<file path="src/hdl/assert_macros.svh">
// assertion macros shared by the decoder modules
`ifndef ASSERT_MACROS_SVH
`define ASSERT_MACROS_SVH

// property checked on every rising edge, held off while reset is low
`define QSPD_ASSERT(name, clock, resetn, prop, msg) \
    name: assert property (@(posedge clock) disable iff (!resetn) prop) \
        else $error(msg);

// same-cycle implication
`define QSPD_ASSERT_IMPLY(name, clock, resetn, ante, cons, msg) \
    `QSPD_ASSERT(name, clock, resetn, (ante) |-> (cons), msg)

// next-cycle implication
`define QSPD_ASSERT_NEXT(name, clock, resetn, ante, cons, msg) \
    `QSPD_ASSERT(name, clock, resetn, (ante) |=> (cons), msg)

`endif

</file>
<file path="src/hdl/qspd_pkg.sv">
// shared constants, types and helpers of the query string decoder
package qspd_pkg;

    // default sizes
    localparam int PAIR_LIMIT_DEF  = 32;
    localparam int ARENA_LIMIT_DEF = 1024;
    localparam int QUEUE_DEPTH_DEF = 4;

    // special characters
    localparam logic [7:0] CH_NUL   = 8'h00;
    localparam logic [7:0] CH_SPACE = 8'h20;
    localparam logic [7:0] CH_PCT   = 8'h25;
    localparam logic [7:0] CH_AMP   = 8'h26;
    localparam logic [7:0] CH_PLUS  = 8'h2B;
    localparam logic [7:0] CH_EQ    = 8'h3D;
    localparam logic [7:0] CH_QMARK = 8'h3F;
    localparam logic [7:0] CH_DIG0  = 8'h30;
    localparam logic [7:0] CH_DIG9  = 8'h39;
    localparam logic [7:0] CH_LC_A  = 8'h61;
    localparam logic [7:0] CH_LC_F  = 8'h66;
    localparam logic [7:0] CH_UC_A  = 8'h41;
    localparam logic [7:0] CH_UC_F  = 8'h46;
    localparam logic [3:0] HEX_TEN  = 4'd10;

    // result kinds
    localparam logic [2:0] KIND_KEY_BYTE  = 3'd0;
    localparam logic [2:0] KIND_VAL_BYTE  = 3'd1;
    localparam logic [2:0] KIND_KEY_END   = 3'd2;
    localparam logic [2:0] KIND_VAL_END   = 3'd3;
    localparam logic [2:0] KIND_FINISHED  = 3'd4;

    // configuration register indexes and reset values
    localparam logic       CFG_MAX_PAIRS   = 1'b0;
    localparam logic       CFG_BYTE_BUDGET = 1'b1;
    localparam logic [5:0]  MAX_PAIRS_RST   = 6'd32;
    localparam logic [10:0] BYTE_BUDGET_RST = 11'd1024;

    // result slots of one bundle, in emission order
    localparam int NSLOT = 5;
    localparam logic [NSLOT-1:0] SLOT_PCT  = 5'b00001;
    localparam logic [NSLOT-1:0] SLOT_HELD = 5'b00010;
    localparam logic [NSLOT-1:0] SLOT_MID  = 5'b00100;
    localparam logic [NSLOT-1:0] SLOT_VEND = 5'b01000;
    localparam logic [NSLOT-1:0] SLOT_FIN  = 5'b10000;

    typedef enum logic [2:0] {
        PH_START = 3'b001,
        PH_KEY   = 3'b010,
        PH_VALUE = 3'b100
    } phase_t;

    typedef enum logic [2:0] {
        ESC_IDLE  = 3'b001,
        ESC_PCT   = 3'b010,
        ESC_DIGIT = 3'b100
    } esc_t;

    // all results caused by one input byte
    typedef struct packed {
        logic [NSLOT-1:0] mask;       // slots that produce a result
        logic [7:0]       held_byte;  // held hex digit, literal
        logic [7:0]       mid_byte;   // decoded byte of the middle slot
        logic             mid_end;    // middle slot is a key end
        logic             is_value;   // data bytes belong to the value
        logic [4:0]       pair_index;
        logic [5:0]       pair_total;
        logic             failed;
    } qspd_bundle_t;

    // {valid, nibble} of a hex digit character
    function automatic logic [4:0] hex_decode(input logic [7:0] c);
        logic [4:0] r;
        r = 5'd0;
        if (c >= CH_DIG0 && c <= CH_DIG9)
            r = {1'b1, 4'(c - CH_DIG0)};
        else if (c >= CH_LC_A && c <= CH_LC_F)
            r = {1'b1, 4'(c - CH_LC_A) + HEX_TEN};
        else if (c >= CH_UC_A && c <= CH_UC_F)
            r = {1'b1, 4'(c - CH_UC_A) + HEX_TEN};
        return r;
    endfunction

endpackage

</file>
<file path="src/hdl/query_string_percent_decoder.sv">
// Query string percent decoder, top level.
// Bytes of a query string enter on the push/full queue port, one per beat;
// byte 0 ends the string and brings the parser back to string start.
// Decoded key and value bytes, key and value end marks and one finish beat
// per string leave on the empty/pop queue port, oldest first.
// Configuration: cfg_index 0 is max_pairs, 1 is byte_budget; writes are
// taken whenever cfg_valid is high (cfg_ready is tied high) and are meant
// to happen while no string is in progress.
// Throughput: one byte per cycle while each byte gives at most one result
// and the receiver keeps popping; a byte that gives more results (up to
// five) sends them out one slot at a time. The pace is set by the result
// back end, which empties one bundle slot per cycle while the receiver
// pops; a four-deep bundle queue lets the front keep taking bytes
// meanwhile.
// Reset clears the queues, puts the parser at string start and sets the
// registers to 32 pairs and a 1024-byte budget.
// When the receiver stops popping, the output register holds, the queue
// fills and full rises; nothing is dropped.
module query_string_percent_decoder #(
    parameter int PAIR_LIMIT  = qspd_pkg::PAIR_LIMIT_DEF,
    parameter int ARENA_LIMIT = qspd_pkg::ARENA_LIMIT_DEF,
    parameter int QUEUE_DEPTH = qspd_pkg::QUEUE_DEPTH_DEF
) (
    input  logic        clk,
    input  logic        rst_n,
    input  logic        push,
    output logic        full,
    input  logic [7:0]  char_byte,
    input  logic        pop,
    output logic        empty,
    output logic [7:0]  out_byte,
    output logic [2:0]  kind,
    output logic [4:0]  pair_index,
    output logic [5:0]  pair_total,
    output logic        failed,
    output logic        last_of_run,
    input  logic        cfg_valid,
    output logic        cfg_ready,
    input  logic        cfg_index,
    input  logic [10:0] cfg_data
);

    qspd_pkg::qspd_bundle_t push_bundle, head_bundle;
    logic take, bundle_push, queue_empty, queue_pop;

    // input beat taken when the queue has room
    assign take      = push && !full;
    assign cfg_ready = 1'b1;

    qspd_front #(
        .PAIR_LIMIT  (PAIR_LIMIT),
        .ARENA_LIMIT (ARENA_LIMIT)
    ) u_front (
        .clk         (clk),
        .rst_n       (rst_n),
        .take        (take),
        .char_byte   (char_byte),
        .cfg_write   (cfg_valid && cfg_ready),
        .cfg_index   (cfg_index),
        .cfg_data    (cfg_data),
        .bundle_push (bundle_push),
        .bundle      (push_bundle)
    );

    qspd_fifo #(
        .DEPTH (QUEUE_DEPTH)
    ) u_fifo (
        .clk      (clk),
        .rst_n    (rst_n),
        .push     (bundle_push),
        .data_in  (push_bundle),
        .full     (full),
        .pop      (queue_pop),
        .data_out (head_bundle),
        .empty    (queue_empty)
    );

    qspd_back u_back (
        .clk         (clk),
        .rst_n       (rst_n),
        .fifo_data   (head_bundle),
        .fifo_empty  (queue_empty),
        .fifo_pop    (queue_pop),
        .pop         (pop),
        .empty       (empty),
        .out_byte    (out_byte),
        .kind        (kind),
        .pair_index  (pair_index),
        .pair_total  (pair_total),
        .failed      (failed),
        .last_of_run (last_of_run)
    );

endmodule

</file>
<file path="src/hdl/qspd_front.sv">
// parser front: classifies each byte, keeps string state, builds result bundles
`include "assert_macros.svh"

module qspd_front #(
    parameter int PAIR_LIMIT  = qspd_pkg::PAIR_LIMIT_DEF,
    parameter int ARENA_LIMIT = qspd_pkg::ARENA_LIMIT_DEF
) (
    input  logic                  clk,
    input  logic                  rst_n,
    input  logic                  take,
    input  logic [7:0]            char_byte,
    input  logic                  cfg_write,
    input  logic                  cfg_index,
    input  logic [10:0]           cfg_data,
    output logic                  bundle_push,
    output qspd_pkg::qspd_bundle_t bundle
);

    localparam int PCW  = $clog2(PAIR_LIMIT + 1);
    localparam int LW   = (PCW > 6) ? PCW : 6;
    localparam int UW   = $clog2(ARENA_LIMIT);
    localparam int ABW  = $clog2(ARENA_LIMIT + 1);
    localparam int BW   = (ABW > 11) ? ABW : 11;

    logic [5:0]       max_pairs_reg;
    logic [10:0]      byte_budget_reg;
    qspd_pkg::phase_t phase_reg, phase_next;
    qspd_pkg::esc_t   esc_reg, esc_next;
    logic             open_reg, open_next;
    logic [7:0]       held_reg, held_next;
    logic [PCW-1:0]   pair_cnt_reg, pair_cnt_next;
    logic [UW-1:0]    bytes_used_reg, bytes_used_next;
    logic             error_reg, error_next;

    logic [4:0]       hex_c, hex_h;
    logic             is_nul, is_key, do_close, pair_fail, fin, over;
    logic [3:0]       cand, grant;
    logic [2:0]       cnt [4];
    logic [2:0]       room_sat, ntake;
    logic [7:0]       mid_byte;
    logic             mid_end;
    logic [LW-1:0]    limit_eff, pc_ext, pc_after;
    logic [BW-1:0]    budget_eff, bu1, room_wide;

    // effective limits and remaining room in the byte budget
    always_comb
    begin
        limit_eff  = (LW'(max_pairs_reg) < LW'(PAIR_LIMIT)) ? LW'(max_pairs_reg)
                                                            : LW'(PAIR_LIMIT);
        budget_eff = (BW'(byte_budget_reg) < BW'(ARENA_LIMIT)) ? BW'(byte_budget_reg)
                                                                : BW'(ARENA_LIMIT);
        bu1        = BW'(bytes_used_reg) + BW'(1);
        room_wide  = budget_eff - bu1;
        if (budget_eff <= bu1)
            room_sat = 3'd0;
        else if (room_wide >= BW'(4))
            room_sat = 3'd4;
        else
            room_sat = room_wide[2:0];
    end

    // classify the byte and choose the results it asks for
    always_comb
    begin
        hex_c      = qspd_pkg::hex_decode(char_byte);
        hex_h      = qspd_pkg::hex_decode(held_reg);
        is_nul     = (char_byte == qspd_pkg::CH_NUL);
        is_key     = (phase_reg != qspd_pkg::PH_VALUE);
        cand       = 4'b0000;
        mid_byte   = char_byte;
        mid_end    = 1'b0;
        do_close   = 1'b0;
        pair_fail  = 1'b0;
        fin        = 1'b0;
        phase_next = phase_reg;
        open_next  = open_reg;
        esc_next   = esc_reg;
        held_next  = held_reg;

        if (is_nul)
        begin
            fin      = 1'b1;
            do_close = !error_reg && open_reg;
        end
        else if (!error_reg)
        begin
            if (phase_reg == qspd_pkg::PH_START)
                phase_next = qspd_pkg::PH_KEY;
            priority if (phase_reg == qspd_pkg::PH_START && char_byte == qspd_pkg::CH_QMARK)
            begin
                // leading question mark dropped
                cand = 4'b0000;
            end
            else if (char_byte == qspd_pkg::CH_AMP)
            begin
                do_close = open_reg;
            end
            else if (!open_reg && pc_ext >= limit_eff)
            begin
                pair_fail = 1'b1;
            end
            else
            begin
                open_next = 1'b1;
                priority if (is_key && char_byte == qspd_pkg::CH_EQ)
                begin
                    // key ends, pending escape goes out literally
                    cand[0]    = (esc_reg != qspd_pkg::ESC_IDLE);
                    cand[1]    = (esc_reg == qspd_pkg::ESC_DIGIT);
                    cand[2]    = 1'b1;
                    mid_end    = 1'b1;
                    esc_next   = qspd_pkg::ESC_IDLE;
                    phase_next = qspd_pkg::PH_VALUE;
                end
                else if (esc_reg == qspd_pkg::ESC_PCT && hex_c[4])
                begin
                    held_next = char_byte;
                    esc_next  = qspd_pkg::ESC_DIGIT;
                end
                else if (esc_reg == qspd_pkg::ESC_DIGIT && hex_c[4])
                begin
                    cand[2]  = 1'b1;
                    mid_byte = {hex_h[3:0], hex_c[3:0]};
                    esc_next = qspd_pkg::ESC_IDLE;
                end
                else
                begin
                    // malformed or no escape: flush, then decode afresh
                    cand[0] = (esc_reg != qspd_pkg::ESC_IDLE);
                    cand[1] = (esc_reg == qspd_pkg::ESC_DIGIT);
                    if (char_byte == qspd_pkg::CH_PCT)
                    begin
                        esc_next = qspd_pkg::ESC_PCT;
                    end
                    else
                    begin
                        esc_next = qspd_pkg::ESC_IDLE;
                        cand[2]  = 1'b1;
                        mid_byte = (char_byte == qspd_pkg::CH_PLUS) ? qspd_pkg::CH_SPACE
                                                                    : char_byte;
                    end
                end
            end
        end

        // segment close: flush, key end if still in key, value end
        if (do_close)
        begin
            cand[0]    = (esc_reg != qspd_pkg::ESC_IDLE);
            cand[1]    = (esc_reg == qspd_pkg::ESC_DIGIT);
            cand[2]    = is_key;
            cand[3]    = 1'b1;
            mid_end    = 1'b1;
            esc_next   = qspd_pkg::ESC_IDLE;
            open_next  = 1'b0;
            phase_next = qspd_pkg::PH_KEY;
        end
    end

    // budget grant: the first room_sat candidates go out, the rest fail
    always_comb
    begin
        cnt[0] = {2'b00, cand[0]};
        for (int i = 1; i < 4; i++)
            cnt[i] = cnt[i-1] + {2'b00, cand[i]};
        for (int i = 0; i < 4; i++)
            grant[i] = cand[i] && (cnt[i] <= room_sat);
        over  = (cnt[3] > room_sat);
        ntake = over ? room_sat : cnt[3];
    end

    // counters after this byte
    always_comb
    begin
        pc_ext          = LW'(pair_cnt_reg);
        pc_after        = pc_ext + LW'(do_close && !over);
        pair_cnt_next   = pc_after[PCW-1:0];
        bytes_used_next = bytes_used_reg + UW'(ntake);
        error_next      = error_reg || pair_fail || over;
    end

    // bundle toward the back
    always_comb
    begin
        bundle.mask       = {fin, grant};
        bundle.held_byte  = held_reg;
        bundle.mid_byte   = mid_byte;
        bundle.mid_end    = mid_end;
        bundle.is_value   = (phase_reg == qspd_pkg::PH_VALUE);
        bundle.pair_index = pc_ext[4:0];
        bundle.failed     = error_next;
        bundle.pair_total = error_next ? 6'd0 : pc_after[5:0];
        bundle_push       = take && (bundle.mask != '0);
    end

    // configuration registers
    always_ff @(posedge clk or negedge rst_n)
    begin
        if (!rst_n)
        begin
            max_pairs_reg   <= qspd_pkg::MAX_PAIRS_RST;
            byte_budget_reg <= qspd_pkg::BYTE_BUDGET_RST;
        end
        else if (cfg_write)
        begin
            unique case (cfg_index)
                qspd_pkg::CFG_MAX_PAIRS:   max_pairs_reg   <= cfg_data[5:0];
                qspd_pkg::CFG_BYTE_BUDGET: byte_budget_reg <= cfg_data;
                default:                   max_pairs_reg   <= max_pairs_reg;
            endcase
        end
    end

    // string state, back to string start on the end byte
    always_ff @(posedge clk or negedge rst_n)
    begin
        if (!rst_n)
        begin
            phase_reg      <= qspd_pkg::PH_START;
            esc_reg        <= qspd_pkg::ESC_IDLE;
            open_reg       <= 1'b0;
            held_reg       <= 8'd0;
            pair_cnt_reg   <= '0;
            bytes_used_reg <= '0;
            error_reg      <= 1'b0;
        end
        else if (take)
        begin
            if (is_nul)
            begin
                phase_reg      <= qspd_pkg::PH_START;
                esc_reg        <= qspd_pkg::ESC_IDLE;
                open_reg       <= 1'b0;
                held_reg       <= 8'd0;
                pair_cnt_reg   <= '0;
                bytes_used_reg <= '0;
                error_reg      <= 1'b0;
            end
            else
            begin
                phase_reg      <= phase_next;
                esc_reg        <= esc_next;
                open_reg       <= open_next;
                held_reg       <= held_next;
                pair_cnt_reg   <= pair_cnt_next;
                bytes_used_reg <= bytes_used_next;
                error_reg      <= error_next;
            end
        end
    end

    `QSPD_ASSERT(a_pair_cnt_bound, clk, rst_n, LW'(pair_cnt_reg) <= LW'(PAIR_LIMIT), "pair counter beyond limit")
    `QSPD_ASSERT_NEXT(a_end_clears, clk, rst_n, take && (char_byte == qspd_pkg::CH_NUL), (bytes_used_reg == '0) && !error_reg && (pair_cnt_reg == '0), "end byte did not clear state")

endmodule

</file>
<file path="src/hdl/qspd_fifo.sv">
// bundle queue between parser front and result back
`include "assert_macros.svh"

module qspd_fifo #(
    parameter int DEPTH = qspd_pkg::QUEUE_DEPTH_DEF
) (
    input  logic                   clk,
    input  logic                   rst_n,
    input  logic                   push,
    input  qspd_pkg::qspd_bundle_t data_in,
    output logic                   full,
    input  logic                   pop,
    output qspd_pkg::qspd_bundle_t data_out,
    output logic                   empty
);

    localparam int AW = (DEPTH > 1) ? $clog2(DEPTH) : 1;
    localparam int CW = $clog2(DEPTH + 1);

    qspd_pkg::qspd_bundle_t entry_reg [DEPTH];
    logic [AW-1:0] wr_ptr_reg, wr_ptr_next;
    logic [AW-1:0] rd_ptr_reg, rd_ptr_next;
    logic [CW-1:0] count_reg, count_next;

    // status and head
    assign full     = (count_reg == CW'(DEPTH));
    assign empty    = (count_reg == '0);
    assign data_out = entry_reg[rd_ptr_reg];

    // pointer wrap and occupancy
    always_comb
    begin
        wr_ptr_next = wr_ptr_reg;
        rd_ptr_next = rd_ptr_reg;
        if (push)
            wr_ptr_next = (wr_ptr_reg == AW'(DEPTH - 1)) ? '0 : wr_ptr_reg + AW'(1);
        if (pop)
            rd_ptr_next = (rd_ptr_reg == AW'(DEPTH - 1)) ? '0 : rd_ptr_reg + AW'(1);
        count_next = count_reg + CW'(push) - CW'(pop);
    end

    always_ff @(posedge clk or negedge rst_n)
    begin
        if (!rst_n)
        begin
            wr_ptr_reg <= '0;
            rd_ptr_reg <= '0;
            count_reg  <= '0;
        end
        else
        begin
            wr_ptr_reg <= wr_ptr_next;
            rd_ptr_reg <= rd_ptr_next;
            count_reg  <= count_next;
        end
    end

    // entry storage
    always_ff @(posedge clk)
    begin
        if (push)
            entry_reg[wr_ptr_reg] <= data_in;
    end

    `QSPD_ASSERT_IMPLY(a_no_overflow, clk, rst_n, push, !full || pop, "push into full queue")
    `QSPD_ASSERT_IMPLY(a_no_underflow, clk, rst_n, pop, !empty, "pop from empty queue")

endmodule

</file>
<file path="src/hdl/qspd_back.sv">
// result back: walks each bundle slot by slot into the output register
`include "assert_macros.svh"

module qspd_back (
    input  logic                   clk,
    input  logic                   rst_n,
    input  qspd_pkg::qspd_bundle_t fifo_data,
    input  logic                   fifo_empty,
    output logic                   fifo_pop,
    input  logic                   pop,
    output logic                   empty,
    output logic [7:0]             out_byte,
    output logic [2:0]             kind,
    output logic [4:0]             pair_index,
    output logic [5:0]             pair_total,
    output logic                   failed,
    output logic                   last_of_run
);

    qspd_pkg::qspd_bundle_t   cur_reg;
    logic [qspd_pkg::NSLOT-1:0] rem_reg, rem_next, rem_after, sel;
    logic       out_valid_reg;
    logic [7:0] out_byte_reg, byte_next;
    logic [2:0] kind_reg, kind_next;
    logic [4:0] index_reg, index_next;
    logic [5:0] total_reg, total_next;
    logic       failed_reg, failed_next;
    logic       last_reg;
    logic       advance, emit;
    logic [2:0] data_kind;

    // slot selection and bundle refill
    always_comb
    begin
        advance   = !out_valid_reg || pop;
        sel       = rem_reg & (~rem_reg + qspd_pkg::NSLOT'(1));
        emit      = advance && (rem_reg != '0);
        rem_after = emit ? (rem_reg & ~sel) : rem_reg;
        fifo_pop  = !fifo_empty && (rem_after == '0);
        rem_next  = fifo_pop ? fifo_data.mask : rem_after;
    end

    // fields of the selected slot
    always_comb
    begin
        data_kind   = cur_reg.is_value ? qspd_pkg::KIND_VAL_BYTE : qspd_pkg::KIND_KEY_BYTE;
        byte_next   = 8'd0;
        kind_next   = data_kind;
        index_next  = cur_reg.pair_index;
        total_next  = 6'd0;
        failed_next = 1'b0;
        unique case (sel)
            qspd_pkg::SLOT_PCT:  byte_next = qspd_pkg::CH_PCT;
            qspd_pkg::SLOT_HELD: byte_next = cur_reg.held_byte;
            qspd_pkg::SLOT_MID:
            begin
                if (cur_reg.mid_end)
                    kind_next = qspd_pkg::KIND_KEY_END;
                else
                    byte_next = cur_reg.mid_byte;
            end
            qspd_pkg::SLOT_VEND: kind_next = qspd_pkg::KIND_VAL_END;
            qspd_pkg::SLOT_FIN:
            begin
                kind_next   = qspd_pkg::KIND_FINISHED;
                index_next  = 5'd0;
                total_next  = cur_reg.pair_total;
                failed_next = cur_reg.failed;
            end
            default:             byte_next = 8'd0;
        endcase
    end

    // control state
    always_ff @(posedge clk or negedge rst_n)
    begin
        if (!rst_n)
        begin
            rem_reg       <= '0;
            out_valid_reg <= 1'b0;
        end
        else
        begin
            rem_reg <= rem_next;
            if (advance)
                out_valid_reg <= emit;
        end
    end

    // payload registers
    always_ff @(posedge clk)
    begin
        if (fifo_pop)
            cur_reg <= fifo_data;
        if (emit)
        begin
            out_byte_reg <= byte_next;
            kind_reg     <= kind_next;
            index_reg    <= index_next;
            total_reg    <= total_next;
            failed_reg   <= failed_next;
            last_reg     <= (rem_after == '0);
        end
    end

    assign empty       = !out_valid_reg;
    assign out_byte    = out_byte_reg;
    assign kind        = kind_reg;
    assign pair_index  = index_reg;
    assign pair_total  = total_reg;
    assign failed      = failed_reg;
    assign last_of_run = last_reg;

    `QSPD_ASSERT_IMPLY(a_bundle_not_void, clk, rst_n, fifo_pop, fifo_data.mask != '0, "empty bundle in queue")

endmodule
</file>
<file path="config.mk">
export PLATFORM = sky130hd
export DESIGN_NAME = query_string_percent_decoder
export DESIGN_NICKNAME = d
export VERILOG_FILES = /design/src/hdl/qspd_pkg.sv /design/src/hdl/query_string_percent_decoder.sv /design/src/hdl/qspd_front.sv /design/src/hdl/qspd_fifo.sv /design/src/hdl/qspd_back.sv
export VERILOG_INCLUDE_DIRS = /design/src /design/src/hdl
export SDC_FILE = /design/constraint.sdc
export NUM_CORES = 1
export LEC_CHECK = 0
export BUFFER_PORTS_ARGS = -buffer_cell sky130_fd_sc_hd__buf_4
export CORE_ASPECT_RATIO = 0.9
export CORE_UTILIZATION = 55
export CTS_BUF_LIST = sky130_fd_sc_hd__clkbuf_8
export DETAILED_ROUTE_END_ITERATION = 7
export HOLD_SLACK_MARGIN = 0.02
export PLACE_DENSITY_LB_ADDON = 0.12
export SLEW_MARGIN = 0
export SYNTH_ARGS = -nofsm -noshare
export SYNTH_HDL_FRONTEND = slang
export SYNTH_SLANG_ARGS = --single-unit
</file>
<file path="constraint.sdc">
create_clock -name clk -period 8.7 [get_ports clk]
set_input_delay 0 -clock clk [delete_from_list [all_inputs] [get_ports clk]]
set_output_delay 0 -clock clk [all_outputs]
set_load 0.02 [all_outputs]
</file>
==> flow_summary.json, run 1 <==
{
  "status": "finished clean",
  "vias": 7487,
  "ant_nets": 0,
  "grt_use_total_pct": 22.6,
  "crit_type": "reg2reg",
  "r2r_slack_ps": 1740,
  "yosys_register_bits": 256,
  "synth_top_family_by_area": "simple AND/OR/NAND/NOR gates",
  "drtPass1Iterations": 6,
  "synth_ff_type": "edfxtp_1",
  "swShare_pct": 33.1,
  "critPathArrivalTime_ps": 7380,
  "vias_per_cell": 5.82,
  "antenna_found_initial": 0,
  "crit_start": "u_front.max_pairs_reg[5]",
  "wl_um": 24000,
  "initial_core_util_pct": 57.0,
  "cts_buffers": 42,
  "path_max_fanout": 7,
  "netlist-cell-type-count": 85,
  "cellPowerDensity_mw_per_mm2": 300,
  "internal_power_mw": 2.76,
  "synthSimpleGateAreaFrac_pct": 9.87,
  "grt_pass1_vias": 7596,
  "layout.filler_cells": 1556,
  "synth_fa_ha_area_share_pct": 6.32,
  "core_area_mm2": 0.0211,
  "fin_crit_ps": 6960,
  "ir_drop_mv": 0.206,
  "tightest_slew_ps": 1070,
  "synth_xor_area_share_pct": 2.04,
  "cts_tree": "yes",
  "syn_inst": 875,
  "cts_buffer_depth": 3,
  "worstHoldPathType": "in2reg",
  "drc": 0,
  "cp-start-kind": "flip-flop",
  "die_w_um": 158,
  "p_total_mw": 4.12,
  "rows": 50,
  "reg2regPathDepth": 31,
  "drtIter0Drc": 533,
  "layout.cells.non_filler": 1287,
  "rsz0062_at_grt": "false",
  "io_pins": 52,
  "pwr-share-seq_pct": 45.2,
  "htree_levels": 2,
  "worstPathRequired_ps": 9130,
  "nets": 1051,
  "postCtsResizedCells": 0,
  "skew_ps": 23.9,
  "yosysWarnings": 0,
  "synth.area.top_cells": "edfxtp_1, dfrtp_1, mux4_2, ha_1, mux2_2",
  "die_h_um": 142,
  "clkPwrFrac_pct": 23.7,
  "largest_reg_flops": 140,
  "async_reset_ff_share_pct": 24.2,
  "syn_area_mm2": 0.0120,
  "cpMaxStageDelayCell": "dfstp_2",
  "root_buffer": "clkbuf_8",
  "worst_setup_path_end_kind": "flip-flop",
  "finalSetupTns_ps": 0,
  "drive_above_1_share_pct": 20.6,
  "p_switching_mw": 1.37,
  "setup_viol": 0,
  "grt_max_degree": 63,
  "synth_area_per_cell_um2": 13.8,
  "drv_cap": 0,
  "yosysTopAreaCell": "edfxtp_1",
  "gp_congestion": 0.871,
  "path_common_cell": "inv_1",
  "dpl.cell_count": 1188,
  "slew_viol_final": 0,
  "antenna_cells": 0,
  "synth-edff-count": 194,
  "slowest_delay_ps": 530,
  "cts.clk_slew.worst_paths_ps": 60,
  "fmax_mhz": 144,
  "grt_pass1_wl_um": 38800,
  "overflow": 0,
  "relSlewSlack_pct": 28.4,
  "synthMuxAreaShare_pct": 9.10,
  "synth_top_area_share_pct": 48.4,
  "cts_num_sinks": 256,
  "finalCritPeriodShare_pct": 80.0,
  "hold_viol": 0,
  "seq_area_frac_synth_pct": 61.3,
  "total_leakage_power_nw": 5.33,
  "rr_endpoint": "u_fifo.count_reg[2]",
  "syn_nets": 957,
  "hpwl_um": 16000,
  "wl_per_cell_um": 18.7,
  "synth_compound_area_share_pct": 8.40,
  "dieArea_mm2": 0.0225,
  "syn_to_final_growth_pct": 14.0,
  "clkLatencyLatePin_ps": 550,
  "r2r_start": "u_front.max_pairs_reg[5]",
  "power_frac_comb_pct": 31.2,
  "port_buffers": 50,
  "endpoint": "u_fifo.count_reg[2]"
}
-- stage by stage --
stage,hold slack [ps],cell area (µm²),utilization (%),worst slack [ps]
after floorplan,-296,12000,-,2460
after CTS,23.5,13700,65.0,1710
after detailed placement,160,12700,60.1,1750
after global routing,29.9,13700,65.0,1210
final,46.6,13700,65.0,1740
after global placement,140,12700,60.1,2100
-- layer usage --
| layer | global-route usage [%] | part of all wire [%] | up-vias |
|---|---|---|---|
| met5 | 0 | 0 | - |
| met4 | 8.81 | 2.4 | 0 |
| met3 | 3.68 | 5.3 | 51 |
| met2 | 35.9 | 47 | 222 |
| met1 | 31.3 | 46 | 3751 |
| li1 | - | - | 3463 |
-- critical path: cells and delay by family (launching register included) --
family	cells	cell delay, ps
buffers and inverters	7	470
AOI/OAI and AO/OA	11	2530
adders and majority gates	8	2500
xor gates and xnor gates	2	270
and+or+nand+nor	3	530
DFF	1	530
-- repair_timing --
item | in CTS | in global routing
buffers inserted | 0 | 0
hold endpoints to repair | 113 | 0
hold buffers | 23 | 0
-- kinds of logic after synthesis --
logic type | count (synthesis)
other | 1
DFF | 256
muxes | 62
and+or+nand+nor | 231
xor gates and xnor gates | 28
AOI/OAI and AO/OA | 149
adders and majority gates | 58
buffers and inverters | 90
-- layout by cell type (no fill, tap or decap), drive strengths merged, types with 4 or more instances in the layout --
master	netlist	routed
edfxtp	194	194
inv	59	80
nor2	61	61
buf	12	58
dfrtp	58	58
nand2	57	57
ha	52	52
clkbuf	19	45
o21ai	45	45
a21oi	37	37
mux4	35	35
nand3	29	29
nor2b	25	25
mux2	24	24
dlygate4sd3	0	23
xnor2	17	17
xor2	11	11
and3	11	11
and2	9	9
o31ai	9	9
nor3	8	8
clkinv	0	8
a21o	6	6
nand2b	6	6
a211oi	6	6
nand4	5	5
fa	5	5
o211ai	5	5
a31oi	4	4
o22ai	4	4
dfstp	4	4
nor4	4	4
-- Yosys cell counts (3+ instances only) --
cell type and n:
o31ai_1 8, clkbuf_1 19, nor3_1 8, nand4_1 5, nand2_1 56, o21ai_0 43, o2bb2ai_1 3, xor2_1 11
and2_1 9, o21bai_1 3, nand2b_1 6, dfrtp_1 58, fa_1 5, nor2_1 60, a211oi_1 5, buf_4 3
nor4_1 3, inv_2 3, dfstp_2 4, a31oi_1 4, buf_2 6, inv_1 56, o211ai_1 4, a21oi_1 35
mux4_2 35, mux2i_1 3, a21o_1 6, buf_1 3, xnor2_1 17, and3_1 11, ha_1 52, nor2b_1 24
nand3_1 28, o22ai_1 4, edfxtp_1 194, mux2_2 22
-- power by group through the flow --
stage	combinational, mW	sequential [mW]	clock, mW
2_1_floorplan	0.910	1.86	0
6_report	1.28	1.86	0.975
5_1_grt	1.42	1.89	1.05
4_1_cts	1.29	1.86	1.00
3_5_place_dp	1.28	1.89	0
3_3_place_gp	1.24	1.87	0
-- worst min path at each step --
stage / start / to / depth (start not counted)
floorplan: rst_n / u_back.out_valid_reg / 0
global placement: rst_n / u_back.rem_reg[4] / 1
detailed placement: rst_n / u_back.rem_reg[4] / 1
CTS: char_byte[7] / u_fifo.entry_reg[3][21] / 2
global route: char_byte[7] / u_fifo.entry_reg[0][21] / 2
finish: char_byte[7] / u_fifo.entry_reg[2][21] / 2
-- layout make-up --
cell class | instances | area (µm²) | share of cell area [%]
multi-input combinational | 529 | 4320 | 31.4
clock inverter | 31 | 169 | 1.23
timing repair buffer | 81 | 666 | 4.85
sequential | 256 | 7380 | 53.8
inverter | 59 | 221 | 1.61
clock buffer | 45 | 619 | 4.51
tap | 286 | 358 | 2.60
(Power assumes the default switching activity.)
==> inputs of run 2 (changes only) <==
- clock period: 8.7 -> 7.1 ns (I/O delays scaled with it)
==> run 2 against run 1 <==
  * First-iteration DRC count up 11%
  * Count of clock-buffer cells in the layout up 4
  * Cell area up 0.96%
  * Largest power group unchanged
  * Sequential share of layout area down 0.51 points
  * Largest cell class unchanged
  * Clock skew down 3.5 ps
  * Global-route usage down 0.27 points
  * Total power up 25%
==> flow_summary.json, run 2 (synthesis gave the netlist of run 1 again) <==
{
  "vias_per_cell": 5.70,
  "cts_num_sinks": 256,
  "final_cell_mix": "edfxtp_1, inv_1, buf_4",
  "nets": 1056,
  "syn_to_final_growth_pct": 15.1,
  "grt_pass1_vias": 7338,
  "grt_util_met3_pct": 3.99,
  "power_frac_comb_pct": 30.6,
  "core_area_mm2": 0.0211,
  "skew_ps": 20.4,
  "gr-usage-met2_pct": 35.4,
  "total_leakage_power_nw": 5.39,
  "tightest_slew_ps": 1270,
  "cts_buffer_depth": 3,
  "met1_usage_pct": 31.6,
  "htree_levels": 2,
  "initial_core_util_pct": 57.0,
  "layout.filler_cells": 1571,
  "relSlewSlack_pct": 13.5,
  "path_common_cell": "inv_1",
  "antenna_found_initial": 0,
  "worst_setup_path_end_kind": "flip-flop",
  "dieArea_mm2": 0.0225,
  "multi_input_area_mm2": 0.00432,
  "die_h_um": 142,
  "register_area_mm2": 0.00738,
  "wl_per_cell_um": 18.5,
  "fin_crit_ps": 6560,
  "ir_drop_mv": 0.229,
  "cts_buffers": 43,
  "rsz0062_at_grt": "false",
  "largest_reg_flops": 140,
  "drtPass1Iterations": 5,
  "pwr-share-seq_pct": 44.3,
  "path_max_fanout": 7,
  "vias": 7384,
  "fmax_mhz": 152,
  "busiest_layer": "met2",
  "cpMaxStageDelayCell": "dfstp_2",
  "drv_cap": 0,
  "hpwl_um": 16300,
  "setup_viol": 0,
  "grt_max_degree": 63,
  "antenna_cells": 0,
  "overflow": 0,
  "layout_commonest_cell": "edfxtp_1",
  "slew_viol_final": 0,
  "postCtsResizedCells": 0,
  "drtIter0Drc": 593,
  "hold_viol": 0,
  "rows": 50,
  "io_pins": 52,
  "port_buffers": 50,
  "root_buffer": "clkbuf_8",
  "finalCritPeriodShare_pct": 92.5,
  "crit_type": "reg2reg",
  "wl_um": 24000,
  "ant_nets": 0,
  "cts_setup_buffers": 0,
  "worstHoldPathType": "in2async",
  "grt_use_total_pct": 22.3,
  "internal_power_mw": 3.47,
  "hold-worst-slack_ps": 118,
  "slowest_delay_ps": 530,
  "grt_pass1_wl_um": 38200,
  "worstPathRequired_ps": 7560,
  "drive_above_1_share_pct": 21.4,
  "status": "finished clean",
  "critPathArrivalTime_ps": 7030,
  "drc": 0,
  "die_w_um": 158,
  "swShare_pct": 32.6,
  "clkPwrFrac_pct": 25.1,
  "finalSetupTns_ps": 0,
  "cp-start-kind": "flip-flop",
  "cts_tree": "yes",
  "cellPowerDensity_mw_per_mm2": 371,
  "cts.clk_slew.worst_paths_ps": 60,
  "critical-path-top-delay-family": "adder cells",
  "gp_congestion": 0.869,
  "p_switching_mw": 1.68,
  "critPathBufInv": 7,
  "clkLatencyLatePin_ps": 550
}
## run 2: cell types whose count changed in the layout (fill, tap and decap cells not counted), moves of 2 or more
cell,change
clkbuf_8,+4
buf_4,+2
inv_1,-2
clkinv_1,-2
dlygate4sd3_1,+2
## run 2: layout make-up
class | count | share of cell area [%]
timing repair buffer | 85 | 5.05
inverter | 59 | 1.60
tap | 286 | 2.58
clock buffer | 49 | 4.86
sequential | 256 | 53.2
clock inverter | 31 | 1.52
multi-input combinational | 529 | 31.1
## run 2: layer usage
layer  up-vias  share of wire (%)  wire length [µm]
met3        38                5.7              1380
li1       3474                  -                 -
met2       219                 47             11200
met4         0                1.7               409
met1      3653                 46             11000
met5         -                  0                 0
## run 2: final timing paths
path                       slack [ps]  cells after the start                        from                         end
setup / recovery                  540                     31    u_front.max_pairs_reg[5]         u_fifo.count_reg[2]
hold / removal                    120                      2                       rst_n    u_front.max_pairs_reg[1]
setup reg to reg                  540                     31    u_front.max_pairs_reg[5]         u_fifo.count_reg[2]
hold reg to reg                   500                      1  u_front.byte_budget_reg[8]  u_front.byte_budget_reg[8]
max in group asynchronous        6350                      2                       rst_n        u_fifo.rd_ptr_reg[0]
min in group clk                  230                      3                         pop        u_back.out_valid_reg
## run 2: worst reg2reg max path: cells and delay by family, from the launching register on
family                   cells  cell delay [ps]
AO/OA/AOI/OAI               11             2150
flip-flops                   1              530
XOR/XNOR                     2              330
buffers and inverters        7              460
adder cells (fa/ha/maj)      8             2480
AND/OR/NAND/NOR              3              530
## run 2: what timing repair did
action	in CTS	in global routing
endpoints found under the hold margin	119	0
endpoints found under the setup margin	0	0
hold buffers	25	0
## run 2: metrics by stage
step	std cells	setup slack [ps]	power (mW)	utilization [%]	area [µm²]
floorplan	875	856	3.39	-	12000
global placement	1190	813	3.84	60.2	12700
detailed placement	1190	572	3.89	60.2	12700
CTS	1295	558	5.20	65.6	13900
global route	1295	154	5.45	65.6	13900
finish	1295	536	5.15	65.6	13900
## run 2: power by group through the flow
stage               sequential, mW  clock (mW)  combinational, mW
global route                  2.32        1.39               1.74
CTS                           2.29        1.33               1.59
detailed placement            2.31           0               1.57
finish                        2.28        1.29               1.57
global placement              2.29           0               1.55
floorplan                     2.28           0               1.11
==> inputs of run 3 (changes only) <==
- CORE_UTILIZATION: 55 -> 35
==> run 3 against run 2 <==
  * Global-route usage down 7.1 points
  * Critical path depth up 1
  * First-iteration DRC count down 26%
  * Hold slack worse by 51 ps
  * Worst setup slack better by 280 ps
  * Via count down 2.8%
  * Count of clock-buffer cells in the layout down 2
  * Sequential share of layout area down 1.3 points
  * Routed wire length up 6.7%
  * Largest power group unchanged
==> flow_summary.json, run 3 (synthesis gave the netlist of run 1 again) <==
{
  "worstPathRequired_ps": 7550,
  "overflow": 0,
  "finalSetupTns_ps": 0,
  "grt_pass1_wl_um": 40800,
  "cts_num_sinks": 256,
  "nets": 1060,
  "syn_to_final_growth_pct": 17.9,
  "fmax_mhz": 159,
  "relSlewSlack_pct": 25.3,
  "grt_max_degree": 63,
  "total_leakage_power_nw": 5.43,
  "register_area_mm2": 0.00738,
  "cts_buffer_depth": 3,
  "postCtsResizedCells": 0,
  "ctsHoldBuffers": 26,
  "layout_commonest_cell": "edfxtp_1",
  "layout.filler_cells": 3212,
  "cts_buffers": 44,
  "ir_drop_mv": 0.176,
  "wl_per_cell_um": 17.4,
  "die_w_um": 198,
  "drive_above_1_share_pct": 21.0,
  "tightest_slew_ps": 1120,
  "grt_pass1_vias": 7240,
  "path_max_fanout": 7,
  "port_buffers": 50,
  "slowest_delay_ps": 530,
  "antenna_found_initial": 0,
  "grt_use_total_pct": 15.2,
  "fin_crit_ps": 6280,
  "finalCritPeriodShare_pct": 88.5,
  "cp-start-kind": "flip-flop",
  "vias_per_cell": 4.87,
  "dieArea_mm2": 0.0352,
  "rows": 64,
  "worst_setup_path_end_kind": "flip-flop",
  "htree_levels": 2,
  "gp_congestion": 0.792,
  "initial_core_util_pct": 35.5,
  "antenna_cells": 0,
  "worstHoldPathType": "in2reg",
  "cpMaxStageDelayCell": "dfstp_2",
  "core_area_mm2": 0.0340,
  "hold_viol": 0,
  "root_buffer": "clkbuf_8",
  "wl_um": 25600,
  "multi_input_area_mm2": 0.00434,
  "stdcell_area_mm2": 0.0142,
  "vias": 7179,
  "dpl-instance-area_mm2": 0.0130,
  "drv_cap": 0,
  "drtIter0Drc": 436,
  "io_pins": 52,
  "critPathArrivalTime_ps": 6740,
  "drtPass1Iterations": 5,
  "skew_ps": 20.7,
  "largest_reg_flops": 140,
  "dpl.cell_count": 1368,
  "die_h_um": 178,
  "cts.clk_slew.worst_paths_ps": 70,
  "status": "finished clean",
  "clkLatencyLatePin_ps": 580,
  "rsz0062_at_grt": "false",
  "drc": 0,
  "p_total_mw": 5.28,
  "hpwl_um": 17100,
  "cts_tree": "yes",
  "cts_setup_buffers": 0,
  "setup_viol": 0,
  "path_common_cell": "inv_1",
  "layout.cells.non_filler": 1474,
  "slew_viol_final": 0,
  "final_cell_mix": "edfxtp_1, inv_1, buf_4",
  "crit_type": "reg2reg",
  "ant_nets": 0,
  "cellPowerDensity_mw_per_mm2": 372
}
## run 3: path summary, 6_finish.rpt
check | start | endpoint | slack [ps] | depth (start not counted)
worst max-delay path | u_front.max_pairs_reg[5] | u_fifo.count_reg[2] | 820 | 32
min in group asynchronous | rst_n | u_back.out_valid_reg | 80 | 2
max in group asynchronous | rst_n | u_fifo.rd_ptr_reg[0] | 6370 | 2
worst max register to register | u_front.max_pairs_reg[5] | u_fifo.count_reg[2] | 820 | 32
worst min register to register | u_front.phase_reg[0] | u_front.phase_reg[0] | 500 | 2
worst min-delay path | push | u_front.bytes_used_reg[2] | 70 | 4
## run 3: final cells by class
cell class / instances / area share (%)
flip-flops and latches: 256 / 52.0
multi-input cells: 529 / 30.6
repair buffers: 88 / 5.20
clock buffers: 47 / 4.56
well taps: 462 / 4.07
clock inverters: 33 / 2.07
inverters: 59 / 1.56
## run 3: worst max-delay path, delay by kind of cell, from the launching register on
family,cells,cell delay (ps)
simple gates,3,520
buf+inv,8,650
flops,1,530
fa+ha+maj,8,2390
xor+xnor,2,260
compound gates,11,1830
## run 3: layer usage
| metal | vias to the layer above | global-route usage [%] | routed length, µm |
|---|---|---|---|
| li1 | 3479 | - | - |
| met4 | 0 | 4.78 | 507 |
| met2 | 135 | 23.3 | 11500 |
| met3 | 46 | 2.84 | 1030 |
| met5 | - | 0 | 0 |
| met1 | 3519 | 21.7 | 12600 |
## run 3: through the flow
stage	hold WS (ps)	util [%]	setup WS, ps
floorplan	-296	-	856
global placement	195	38.3	921
detailed placement	198	38.3	828
CTS	28.7	41.8	782
global route	105	41.8	371
finish	67.1	41.8	815
## run 3: report_power, final
group          internal (mW)  switching (mW)
logic                  0.692           0.907
registers               2.07           0.203
clock network          0.801           0.609
total                   3.56            1.72
